**config.mk**
```make
export PLATFORM = sky130hd
export DESIGN_NAME = shuffled_lehmer_random_generator_core
export DESIGN_NICKNAME = d
export VERILOG_FILES = /design/src/rtl/slrg_pkg.sv /design/src/rtl/slrg_ram.sv /design/src/rtl/slrg_dp.sv /design/src/rtl/slrg_ctrl.sv /design/src/rtl/shuffled_lehmer_random_generator_core.sv
export SDC_FILE = /design/constraint.sdc
export NUM_CORES = 2
export LEC_CHECK = 0
export ABC_AREA = 1
export BUFFER_PORTS_ARGS = -buffer_cell sky130_fd_sc_hd__buf_4
export CORE_MARGIN = 3
export CORE_UTILIZATION = 35
export DETAILED_ROUTE_END_ITERATION = 8
export GPL_TIMING_DRIVEN = 0
export PLACE_DENSITY = 0.46
export SLEW_MARGIN = 20
export SYNTH_ARGS = -nofsm -noshare
export SYNTH_HDL_FRONTEND = slang
export SYNTH_SLANG_ARGS = --single-unit
```
**constraint.sdc**
```tcl
create_clock -name clk -period 12.1 [get_ports clk]
set_input_delay 1.815 -clock clk [delete_from_list [all_inputs] [get_ports clk]]
set_output_delay 1.815 -clock clk [all_outputs]
set_load 0.01 [all_outputs]
```
**src/rtl/slrg_pkg.sv**
```systemverilog
`timescale 1ns / 1ps
// ----------------------------------------------------------------------------
// slrg_pkg
// Shared constants and the controller-to-datapath command bundle of the
// shuffled Lehmer random generator.
// ----------------------------------------------------------------------------
package slrg_pkg;

  // Generator word and Lehmer constants (modulus 2^31 - 1, multiplier 16807).
  localparam int unsigned DATA_W       = 31;
  localparam int unsigned MULT_W       = 15;
  localparam int unsigned PROD_W       = DATA_W + MULT_W;
  localparam logic [DATA_W-1:0] MODULUS = 31'h7FFF_FFFF;
  localparam logic [MULT_W-1:0] MULT    = 15'd16807;

  // Generator steps thrown away after a reseed, before the table fill.
  localparam int unsigned WARMUP_STEPS = 8;

  // Commands from the sequencer to the datapath.
  typedef struct packed {
    logic load_seed;  // load the generator state from the seed path
    logic seed_one;   // force the loaded seed to 1 (first use)
    logic step;       // state <= state * MULT mod MODULUS
    logic fill_wr;    // write the new state into the table at the fill index
    logic fill_last;  // last fill step: new state also becomes last output
    logic rd_en;      // read the table at the shuffle index
    logic commit;     // take the read entry as result, store state in its place
  } dp_cmd_t;

endpackage

```
**src/rtl/slrg_ram.sv**
```systemverilog
`timescale 1ns / 1ps
// ----------------------------------------------------------------------------
// slrg_ram
// Generic single-write, single-read RAM with a registered read port.
// ----------------------------------------------------------------------------
module slrg_ram #(
  parameter int unsigned WIDTH = 31,
  parameter int unsigned DEPTH = 32
) (
  input  logic                     clk,
  input  logic                     we,
  input  logic [$clog2(DEPTH)-1:0] waddr,
  input  logic [WIDTH-1:0]         wdata,
  input  logic                     re,
  input  logic [$clog2(DEPTH)-1:0] raddr,
  output logic [WIDTH-1:0]         rdata_r
);

  logic [WIDTH-1:0] mem [DEPTH];

  always_ff @(posedge clk) begin
    if (we) begin
      mem[waddr] <= wdata;
    end
    if (re) begin
      rdata_r <= mem[raddr];
    end
  end

endmodule

```
**src/rtl/slrg_dp.sv**
```systemverilog
`timescale 1ns / 1ps
// ----------------------------------------------------------------------------
// slrg_dp
// Datapath: generator state, modular multiply, shuffle index and table.
// ----------------------------------------------------------------------------
module slrg_dp #(
  parameter int unsigned TABLE_ENTRIES = 32
) (
  input  logic                        clk,
  input  logic                        rst_n,
  input  slrg_pkg::dp_cmd_t           cmd,
  input  logic [slrg_pkg::DATA_W-1:0] in_seed,
  output logic                        need_init,
  output logic [slrg_pkg::DATA_W-1:0] value
);

  localparam int unsigned DW    = slrg_pkg::DATA_W;
  localparam int unsigned IDX_W = $clog2(TABLE_ENTRIES);
  localparam int unsigned Q_W   = IDX_W + 1;
  localparam int unsigned PQ_W  = DW + Q_W;
  localparam int unsigned REM_W = DW + Q_W;

  // Shuffle index divisor 1 + (2^31 - 2) / entries, and a reciprocal that
  // never overestimates the quotient and falls short by at most one step.
  localparam longint unsigned DIV_L   = 64'd1 + (64'h7FFF_FFFE / TABLE_ENTRIES);
  localparam longint unsigned RECIP_L = 64'h8000_0000 / DIV_L;
  localparam logic [DW-1:0]   DIV_C   = DW'(DIV_L);
  localparam logic [Q_W-1:0]  RECIP_C = Q_W'(RECIP_L);

  logic [DW-1:0]    state_r, state_nxt;
  logic [DW-1:0]    last_r, last_nxt;
  logic [DW-1:0]    last_d_r;
  logic [slrg_pkg::PROD_W-1:0] prod_r;
  logic [Q_W-1:0]   qest_r;
  logic [IDX_W-1:0] idx_r, idx_nxt;
  logic [IDX_W-1:0] fill_idx_r, fill_idx_nxt;
  logic [DW-1:0]    value_r, value_nxt;

  logic [DW-1:0]    seed_fix;
  logic [DW:0]      fold;
  logic [DW-1:0]    red;
  logic [PQ_W-1:0]  qprod;
  logic [REM_W-1:0] qd;
  logic [REM_W-1:0] rem;
  logic [Q_W-1:0]   q_corr;

  logic             ram_we;
  logic [IDX_W-1:0] ram_waddr;
  logic [DW-1:0]    ram_wdata;
  logic [DW-1:0]    ram_rdata;

  // A seed of zero or equal to the modulus reduces to zero and becomes 1.
  assign seed_fix = (cmd.seed_one || (in_seed == '0) || (in_seed == slrg_pkg::MODULUS))
                    ? DW'(1) : in_seed;

  // Mersenne fold of the registered product, then one conditional subtract.
  assign fold = {1'b0, prod_r[DW-1:0]} + (DW + 1)'(prod_r[slrg_pkg::PROD_W-1:DW]);
  assign red  = (fold >= (DW + 1)'(slrg_pkg::MODULUS))
                ? DW'(fold - (DW + 1)'(slrg_pkg::MODULUS)) : fold[DW-1:0];

  // Shuffle index: reciprocal estimate, then one remainder correction.
  assign qprod  = PQ_W'(last_r) * PQ_W'(RECIP_C);
  assign qd     = REM_W'(qest_r) * REM_W'(DIV_C);
  assign rem    = REM_W'(last_d_r) - qd;
  assign q_corr = (rem >= REM_W'(DIV_C)) ? qest_r + Q_W'(1) : qest_r;
  assign idx_nxt = (q_corr >= Q_W'(TABLE_ENTRIES)) ? IDX_W'(TABLE_ENTRIES - 1)
                                                   : q_corr[IDX_W-1:0];

  always_comb begin
    state_nxt    = state_r;
    last_nxt     = last_r;
    fill_idx_nxt = fill_idx_r;
    value_nxt    = value_r;
    if (cmd.load_seed) begin
      state_nxt    = seed_fix;
      fill_idx_nxt = IDX_W'(TABLE_ENTRIES - 1);
    end
    if (cmd.step) begin
      state_nxt = red;
    end
    if (cmd.fill_wr) begin
      fill_idx_nxt = fill_idx_r - IDX_W'(1);
    end
    if (cmd.fill_last) begin
      last_nxt = red;
    end
    if (cmd.commit) begin
      last_nxt  = ram_rdata;
      value_nxt = ram_rdata;
    end
  end

  assign ram_we    = cmd.fill_wr || cmd.commit;
  assign ram_waddr = cmd.fill_wr ? fill_idx_r : idx_r;
  assign ram_wdata = cmd.fill_wr ? red : state_r;

  always_ff @(posedge clk) begin
    if (!rst_n) begin
      state_r <= '0;
      last_r  <= '0;
    end else begin
      state_r <= state_nxt;
      last_r  <= last_nxt;
    end
  end

  always_ff @(posedge clk) begin
    prod_r     <= slrg_pkg::PROD_W'(state_r) * slrg_pkg::PROD_W'(slrg_pkg::MULT);
    qest_r     <= qprod[PQ_W-1:DW];
    last_d_r   <= last_r;
    idx_r      <= idx_nxt;
    fill_idx_r <= fill_idx_nxt;
    value_r    <= value_nxt;
  end

  slrg_ram #(
    .WIDTH (DW),
    .DEPTH (TABLE_ENTRIES)
  ) u_table (
    .clk     (clk),
    .we      (ram_we),
    .waddr   (ram_waddr),
    .wdata   (ram_wdata),
    .re      (cmd.rd_en),
    .raddr   (idx_r),
    .rdata_r (ram_rdata)
  );

  assign need_init = (last_r == '0) || (state_r == '0);
  assign value     = value_r;

endmodule

```
**src/rtl/slrg_ctrl.sv**
```systemverilog
`timescale 1ns / 1ps
// ----------------------------------------------------------------------------
// slrg_ctrl
// Sequencer for reseed, warm-up, table fill and draw, plus output handshake.
// ----------------------------------------------------------------------------
module slrg_ctrl #(
  parameter int unsigned TABLE_ENTRIES = 32
) (
  input  logic              clk,
  input  logic              rst_n,
  input  logic              in_tvalid,
  input  logic              in_op,
  output logic              in_tready,
  input  logic              need_init,
  input  logic              out_tready,
  output logic              out_tvalid,
  output slrg_pkg::dp_cmd_t cmd
);

  localparam int unsigned TOTAL_STEPS = slrg_pkg::WARMUP_STEPS + TABLE_ENTRIES;
  localparam int unsigned CNT_W       = $clog2(TOTAL_STEPS);

  localparam logic [2:0] ST_IDLE  = 3'd0;
  localparam logic [2:0] ST_MUL   = 3'd1;
  localparam logic [2:0] ST_RED   = 3'd2;
  localparam logic [2:0] ST_SETTLE = 3'd3;
  localparam logic [2:0] ST_STEP  = 3'd4;
  localparam logic [2:0] ST_READ  = 3'd5;
  localparam logic [2:0] ST_DONE  = 3'd6;

  logic [2:0]       state_r, state_nxt;
  logic [CNT_W-1:0] cnt_r, cnt_nxt;
  logic             out_valid_r, out_valid_nxt;

  assign in_tready = (state_r == ST_IDLE);

  always_comb begin
    state_nxt = state_r;
    cnt_nxt   = cnt_r;
    cmd       = '0;
    case (state_r)
      ST_IDLE: begin
        if (in_tvalid) begin
          if (in_op || need_init) begin
            cmd.load_seed = 1'b1;
            cmd.seed_one  = !in_op;
            cnt_nxt       = '0;
            state_nxt     = ST_MUL;
          end else begin
            state_nxt = ST_STEP;
          end
        end
      end
      ST_MUL: begin
        state_nxt = ST_RED;
      end
      ST_RED: begin
        cmd.step    = 1'b1;
        cmd.fill_wr = (cnt_r >= CNT_W'(slrg_pkg::WARMUP_STEPS));
        if (cnt_r == CNT_W'(TOTAL_STEPS - 1)) begin
          cmd.fill_last = 1'b1;
          state_nxt     = ST_SETTLE;
        end else begin
          cnt_nxt   = cnt_r + CNT_W'(1);
          state_nxt = ST_MUL;
        end
      end
      ST_SETTLE: begin
        state_nxt = ST_STEP;
      end
      ST_STEP: begin
        cmd.step  = 1'b1;
        state_nxt = ST_READ;
      end
      ST_READ: begin
        cmd.rd_en = 1'b1;
        state_nxt = ST_DONE;
      end
      ST_DONE: begin
        if (!out_valid_r || out_tready) begin
          cmd.commit = 1'b1;
          state_nxt  = ST_IDLE;
        end
      end
      default: begin
        state_nxt = ST_IDLE;
      end
    endcase
  end

  always_comb begin
    if (cmd.commit) begin
      out_valid_nxt = 1'b1;
    end else if (out_tready) begin
      out_valid_nxt = 1'b0;
    end else begin
      out_valid_nxt = out_valid_r;
    end
  end

  always_ff @(posedge clk) begin
    if (!rst_n) begin
      state_r     <= ST_IDLE;
      cnt_r       <= '0;
      out_valid_r <= 1'b0;
    end else begin
      state_r     <= state_nxt;
      cnt_r       <= cnt_nxt;
      out_valid_r <= out_valid_nxt;
    end
  end

  assign out_tvalid = out_valid_r;

  // A result never overwrites one that is still waiting.
  assert property (@(posedge clk) disable iff (!rst_n)
    cmd.commit |-> (!out_valid_r || out_tready))
    else $error("result committed over a pending result");

  // The step counter never runs past the last table fill step.
  assert property (@(posedge clk) disable iff (!rst_n)
    (state_r == ST_RED) |-> (cnt_r <= CNT_W'(TOTAL_STEPS - 1)))
    else $error("init step counter overrun");

  // A commit is followed by a pending result and a free input.
  assert property (@(posedge clk) disable iff (!rst_n)
    cmd.commit |=> (out_valid_r && (state_r == ST_IDLE)))
    else $error("commit did not present a result");

  // A reseed always enters the generator warm-up.
  assert property (@(posedge clk) disable iff (!rst_n)
    (in_tvalid && in_tready && in_op) |=> ((state_r == ST_MUL) && (cnt_r == '0)))
    else $error("reseed did not start the warm-up");

endmodule

```
**src/rtl/shuffled_lehmer_random_generator_core.sv**
```systemverilog
`timescale 1ns / 1ps
// ----------------------------------------------------------------------------
// shuffled_lehmer_random_generator_core
// Park-Miller minimal standard generator behind a Bays-Durham shuffle table.
// ----------------------------------------------------------------------------
// Usage:
//   Each input transaction asks for one random value. in_tuser[0] is the
//   operation: 0 draws the next value, 1 reseeds from in_tdata and then
//   draws. Every input transaction yields exactly one output transaction
//   whose out_tdata carries an integer in 1 .. 2^31 - 2; the uniform
//   fraction is that value divided by 2^31 - 1.
// Draw and reseed:
//   The block takes a new transaction only once the last result has been
//   committed and it is back in idle. A plain draw steps the generator
//   through the registered modular multiply, reads the table RAM at the
//   index from the shuffle index unit and writes the generator state
//   into the read entry when the result commits. A reseed, or the first
//   draw after reset, runs 8 warm-up steps and TABLE_ENTRIES fill steps
//   on the shared multiplier before it draws.
// Reset and stalls:
//   Reset clears the generator state and the last output, so the first
//   draw seeds with 1. The table needs no clearing since it is always
//   filled before it is read. A new transaction is accepted while an
//   earlier result waits in the output register; the next result then
//   waits until the receiver takes the pending one.
// ----------------------------------------------------------------------------
module shuffled_lehmer_random_generator_core #(
  parameter int unsigned TABLE_ENTRIES = 32
) (
  input  logic        clk,
  input  logic        rst_n,
  input  logic        in_tvalid,
  output logic        in_tready,
  input  logic [31:0] in_tdata,   // [30:0] seed, [31] zero fill
  input  logic [0:0]  in_tuser,   // [0] op
  output logic        out_tvalid,
  input  logic        out_tready,
  output logic [31:0] out_tdata   // [30:0] value, [31] zero fill
);

  slrg_pkg::dp_cmd_t             cmd;
  logic                          need_init;
  logic [slrg_pkg::DATA_W-1:0]   value;

  slrg_ctrl #(
    .TABLE_ENTRIES (TABLE_ENTRIES)
  ) u_ctrl (
    .clk        (clk),
    .rst_n      (rst_n),
    .in_tvalid  (in_tvalid),
    .in_op      (in_tuser[0]),
    .in_tready  (in_tready),
    .need_init  (need_init),
    .out_tready (out_tready),
    .out_tvalid (out_tvalid),
    .cmd        (cmd)
  );

  slrg_dp #(
    .TABLE_ENTRIES (TABLE_ENTRIES)
  ) u_dp (
    .clk       (clk),
    .rst_n     (rst_n),
    .cmd       (cmd),
    .in_seed   (in_tdata[30:0]),
    .need_init (need_init),
    .value     (value)
  );

  assign out_tdata = {1'b0, value};

endmodule
```
==> impl_metrics.env <==
export IMPL_run_status="finished, final reports clean"
export IMPL_numCtsBuffers=135
export IMPL_synth_most_common_cell="edfxtp_1"
export IMPL_worstSetupEndpointType="flip-flop"
export IMPL_fp_dieArea_sq_um=165600
export IMPL_p_leak_nw=24.68
export IMPL_required_ns=12.69
export IMPL_synth_cells=4984
export IMPL_slew_violations=0
export IMPL_fin_nets=5676
export IMPL_finalSetupViolCount=0
export IMPL_synth_seq_cells=1187
export IMPL_wl_per_cell_um=29.09
export IMPL_synth_top_area_cell="edfxtp_1"
export IMPL_tns_ns=0
export IMPL_overflow=0
export IMPL_antenna_left=0
export IMPL_grt_max_degree=41
export IMPL_cts_htree_levels=4
export IMPL_synth_seq_area_share_pct=61.09
export IMPL_fp_dieW_um=406.9
export IMPL_arrival_ns=7.46
export IMPL_drt_wl_total_um=219300
export IMPL_comb_power_share_pct=30.6
export IMPL_worstMarginPinSlew_ns=1.190
export IMPL_maxSlewHeadroom_pct=20.65
export IMPL_synth_common_cells="1059 x edfxtp_1, 719 x nor2_1, 620 x o21ai_0, 509 x inv_1, 414 x nand2_1"
export IMPL_num_rows=146
export IMPL_clkSinkCount=1187
export IMPL_fmax_mhz=145.6
export IMPL_ctsResizeCount=0
export IMPL_post_cts_buffers=0
export IMPL_finClkSkew_ns=0.03188
export IMPL_synth_cell_types=52
export IMPL_ir_drop_mv=0.1433
export IMPL_synth_top_area_share_pct=56.54
export IMPL_cts_reportedPaths_clkPinSlew_ns=0.06
export IMPL_gp_congestion=0.9492
export IMPL_avgViaCountPerCell=5.561
export IMPL_dp_hpwl_um=164200
export IMPL_fillCellCount=15240
export IMPL_drc_errors=0
export IMPL_grt_antenna_before_repair=14
export IMPL_cts_hold_buf=0
export IMPL_powerDensity_nw_per_um2=189.8
export IMPL_r2r_slack_ns=5.23
export IMPL_netlist_area_sq_um=56250
export IMPL_grt_pass1_wl_um=305900
export IMPL_vias=41920
export IMPL_drt_iter0_markers=5426
export IMPL_rsz0062_at_grt="no"
export IMPL_syn_avg_cell_area_sq_um=11.29
export IMPL_path_max_fanout=6
export IMPL_cts_root_buf="clkbuf_16"
export IMPL_io_pins=71
export IMPL_io_buffers=68
export IMPL_hold_class="reg2reg"
export IMPL_p_seq_share_pct=37.9
export IMPL_synth_edf_count=1059
export IMPL_synthArstFlopShare_pct=0
export IMPL_cts_buffer_depth=3
export IMPL_clkPwrFrac_pct=31.5
export IMPL_ys_flop_type="edfxtp_1"
export IMPL_die_y_um=406.9
export IMPL_layout_area_overhead_vs_synth_pct=18.49
export IMPL_worstSetupPathType="reg2reg"
export IMPL_power_total_w=0.01265
export IMPL_drv_cap=0
export IMPL_worstSetupStartpointType="flip-flop"
export IMPL_drive_gt1_share_pct=8.819
export IMPL_core_sq_um=159100
export IMPL_grt_usage_pct=26.28
export IMPL_min_period_over_period_pct=56.74
export IMPL_first_pass_iters=6
export IMPL_clk_latency_ns=0.77
export IMPL_p_switching_w=0.004454
export IMPL_yosys_warnings=0
export IMPL_cts_tree="built"
export IMPL_initial_core_util_pct=35.35
export IMPL_p_int_w=0.008199
export IMPL_syn_nets=5376
export IMPL_layout_min_cycle_time_ns=6.866
export IMPL_synthTopCellsByArea="edfxtp_1 57%, o21ai_0 5.5%, ha_1 4.9%"
export IMPL_finalHoldViolations=0
export IMPL_grt_pass1_vias=39810
export IMPL_swShare_pct=35.20
power by group through the flow:
| stage | Combinational (W) | Clock (W) | Sequential, W |
|---|---|---|---|
| 3_5_place_dp | 0.00382 | 0 | 0.00488 |
| 5_1_grt | 0.00433 | 0.00421 | 0.00481 |
| 3_3_place_gp | 0.00371 | 0 | 0.00493 |
| 6_report | 0.00387 | 0.00398 | 0.00480 |
| 4_1_cts | 0.00388 | 0.00404 | 0.00480 |
| 2_1_floorplan | 0.00244 | 0 | 0.00483 |
through the flow:
stage	cells	instance area [sq um]	setup slack, ns	utilization (%)	hold WS (ns)
after floorplan	4984	56250	6.753	-	0.3096
after global placement	7198	59440	4.487	37.36	0.3117
after detailed placement	7293	62390	5.321	39.21	0.3151
after CTS	7532	66620	5.268	41.87	0.3273
after global routing	7533	66640	4.849	41.88	0.3438
final	7537	66650	5.234	41.89	0.3259
layer usage:
metal  global-route usage, %  wire length [um]  vias to the layer above
met4                   7.851              6886                        2
met1                   39.20             98180                    21190
li1                        -                 -                    18370
met5                       0                13                        -
met2                   38.39             93640                     2071
met3                   5.279             20530                      280
worst paths after layout:
path                                         from               to  cells after the start
worst min register to register  u_dp.last_d_r[26]    u_dp.idx_r[0]                      0
worst max-delay path             u_dp.state_r[16]  u_dp.prod_r[37]                     21
worst max register to register   u_dp.state_r[16]  u_dp.prod_r[37]                     21
worst min-delay path            u_dp.last_d_r[26]    u_dp.idx_r[0]                      0
worst max-delay path, cell delays in order (launching register included):
cell and delay, ns:
dfxtp_1 0.58, inv_1 0.34, fa_1 0.57, inv_1 0.04, ha_1 0.26, inv_1 0.05
fa_1 0.49, inv_1 0.05, fa_1 0.47, fa_1 0.54, inv_1 0.06, fa_1 0.56
inv_1 0.05, ha_1 0.44, nand2_1 0.16, nor2_1 0.16, nand4_1 0.18, o311ai_1 0.82
nand2_1 0.10, nand2_1 0.14, a21oi_1 0.12, xnor2_1 0.51
cell type report:
class,instances,area (sq um),area share [%]
Sequential cell,1187,34360,51.56
Multi-Input combinational cell,3028,19550,29.34
Clock buffer,174,3607,5.412
Timing Repair Buffer,163,2853,4.280
Tap cell,2146,2685,4.029
Inverter,517,1941,2.912
Buffer,252,1012,1.519
Clock inverter,65,623.1,0.9349
Antenna cell,5,12.51,0.01877
cell families after synthesis:
| logic type | count (synthesis) | synth area share (%) |
|---|---|---|
| xor+xnor | 58 | 0.9031 |
| simple gates | 1478 | 11.00 |
| other cells | 1 | 0.006667 |
| fa+ha+maj | 355 | 9.685 |
| compound gates | 1136 | 12.10 |
| buf+inv | 769 | 5.219 |
| flops | 1187 | 61.09 |
placed cells by master (no fill, tap or decap), types with 40 or more instances in the layout:
master and instances:
o221ai_1 183, ha_1 221, edfxtp_1 1059, clkbuf_1 238, nor2_1 686, nand2_1 414
xor2_1 40, o22ai_1 69, buf_16 60, inv_1 509, nand3_1 210, dfxtp_1 128
a31oi_1 62, buf_4 72, a21oi_1 122, clkbuf_16 137, fa_1 134, o21ai_0 589
state kept, by name, indices dropped and copies added (netlist names):
name	cells
u_ctrl.out_tvalid	1
u_dp.idx_r	5
u_dp.value	31
u_dp.last_r	31
u_ctrl.state_r	3
u_dp.prod_r	46
u_dp.state_r	31
u_dp.u_table.rdata_r	31
u_dp.last_d_r	4
u_dp.u_table.mem	992
u_dp.fill_idx_r	5
u_dp.qest_r	1
u_ctrl.cnt_r	6
(Power assumes the default switching activity.)
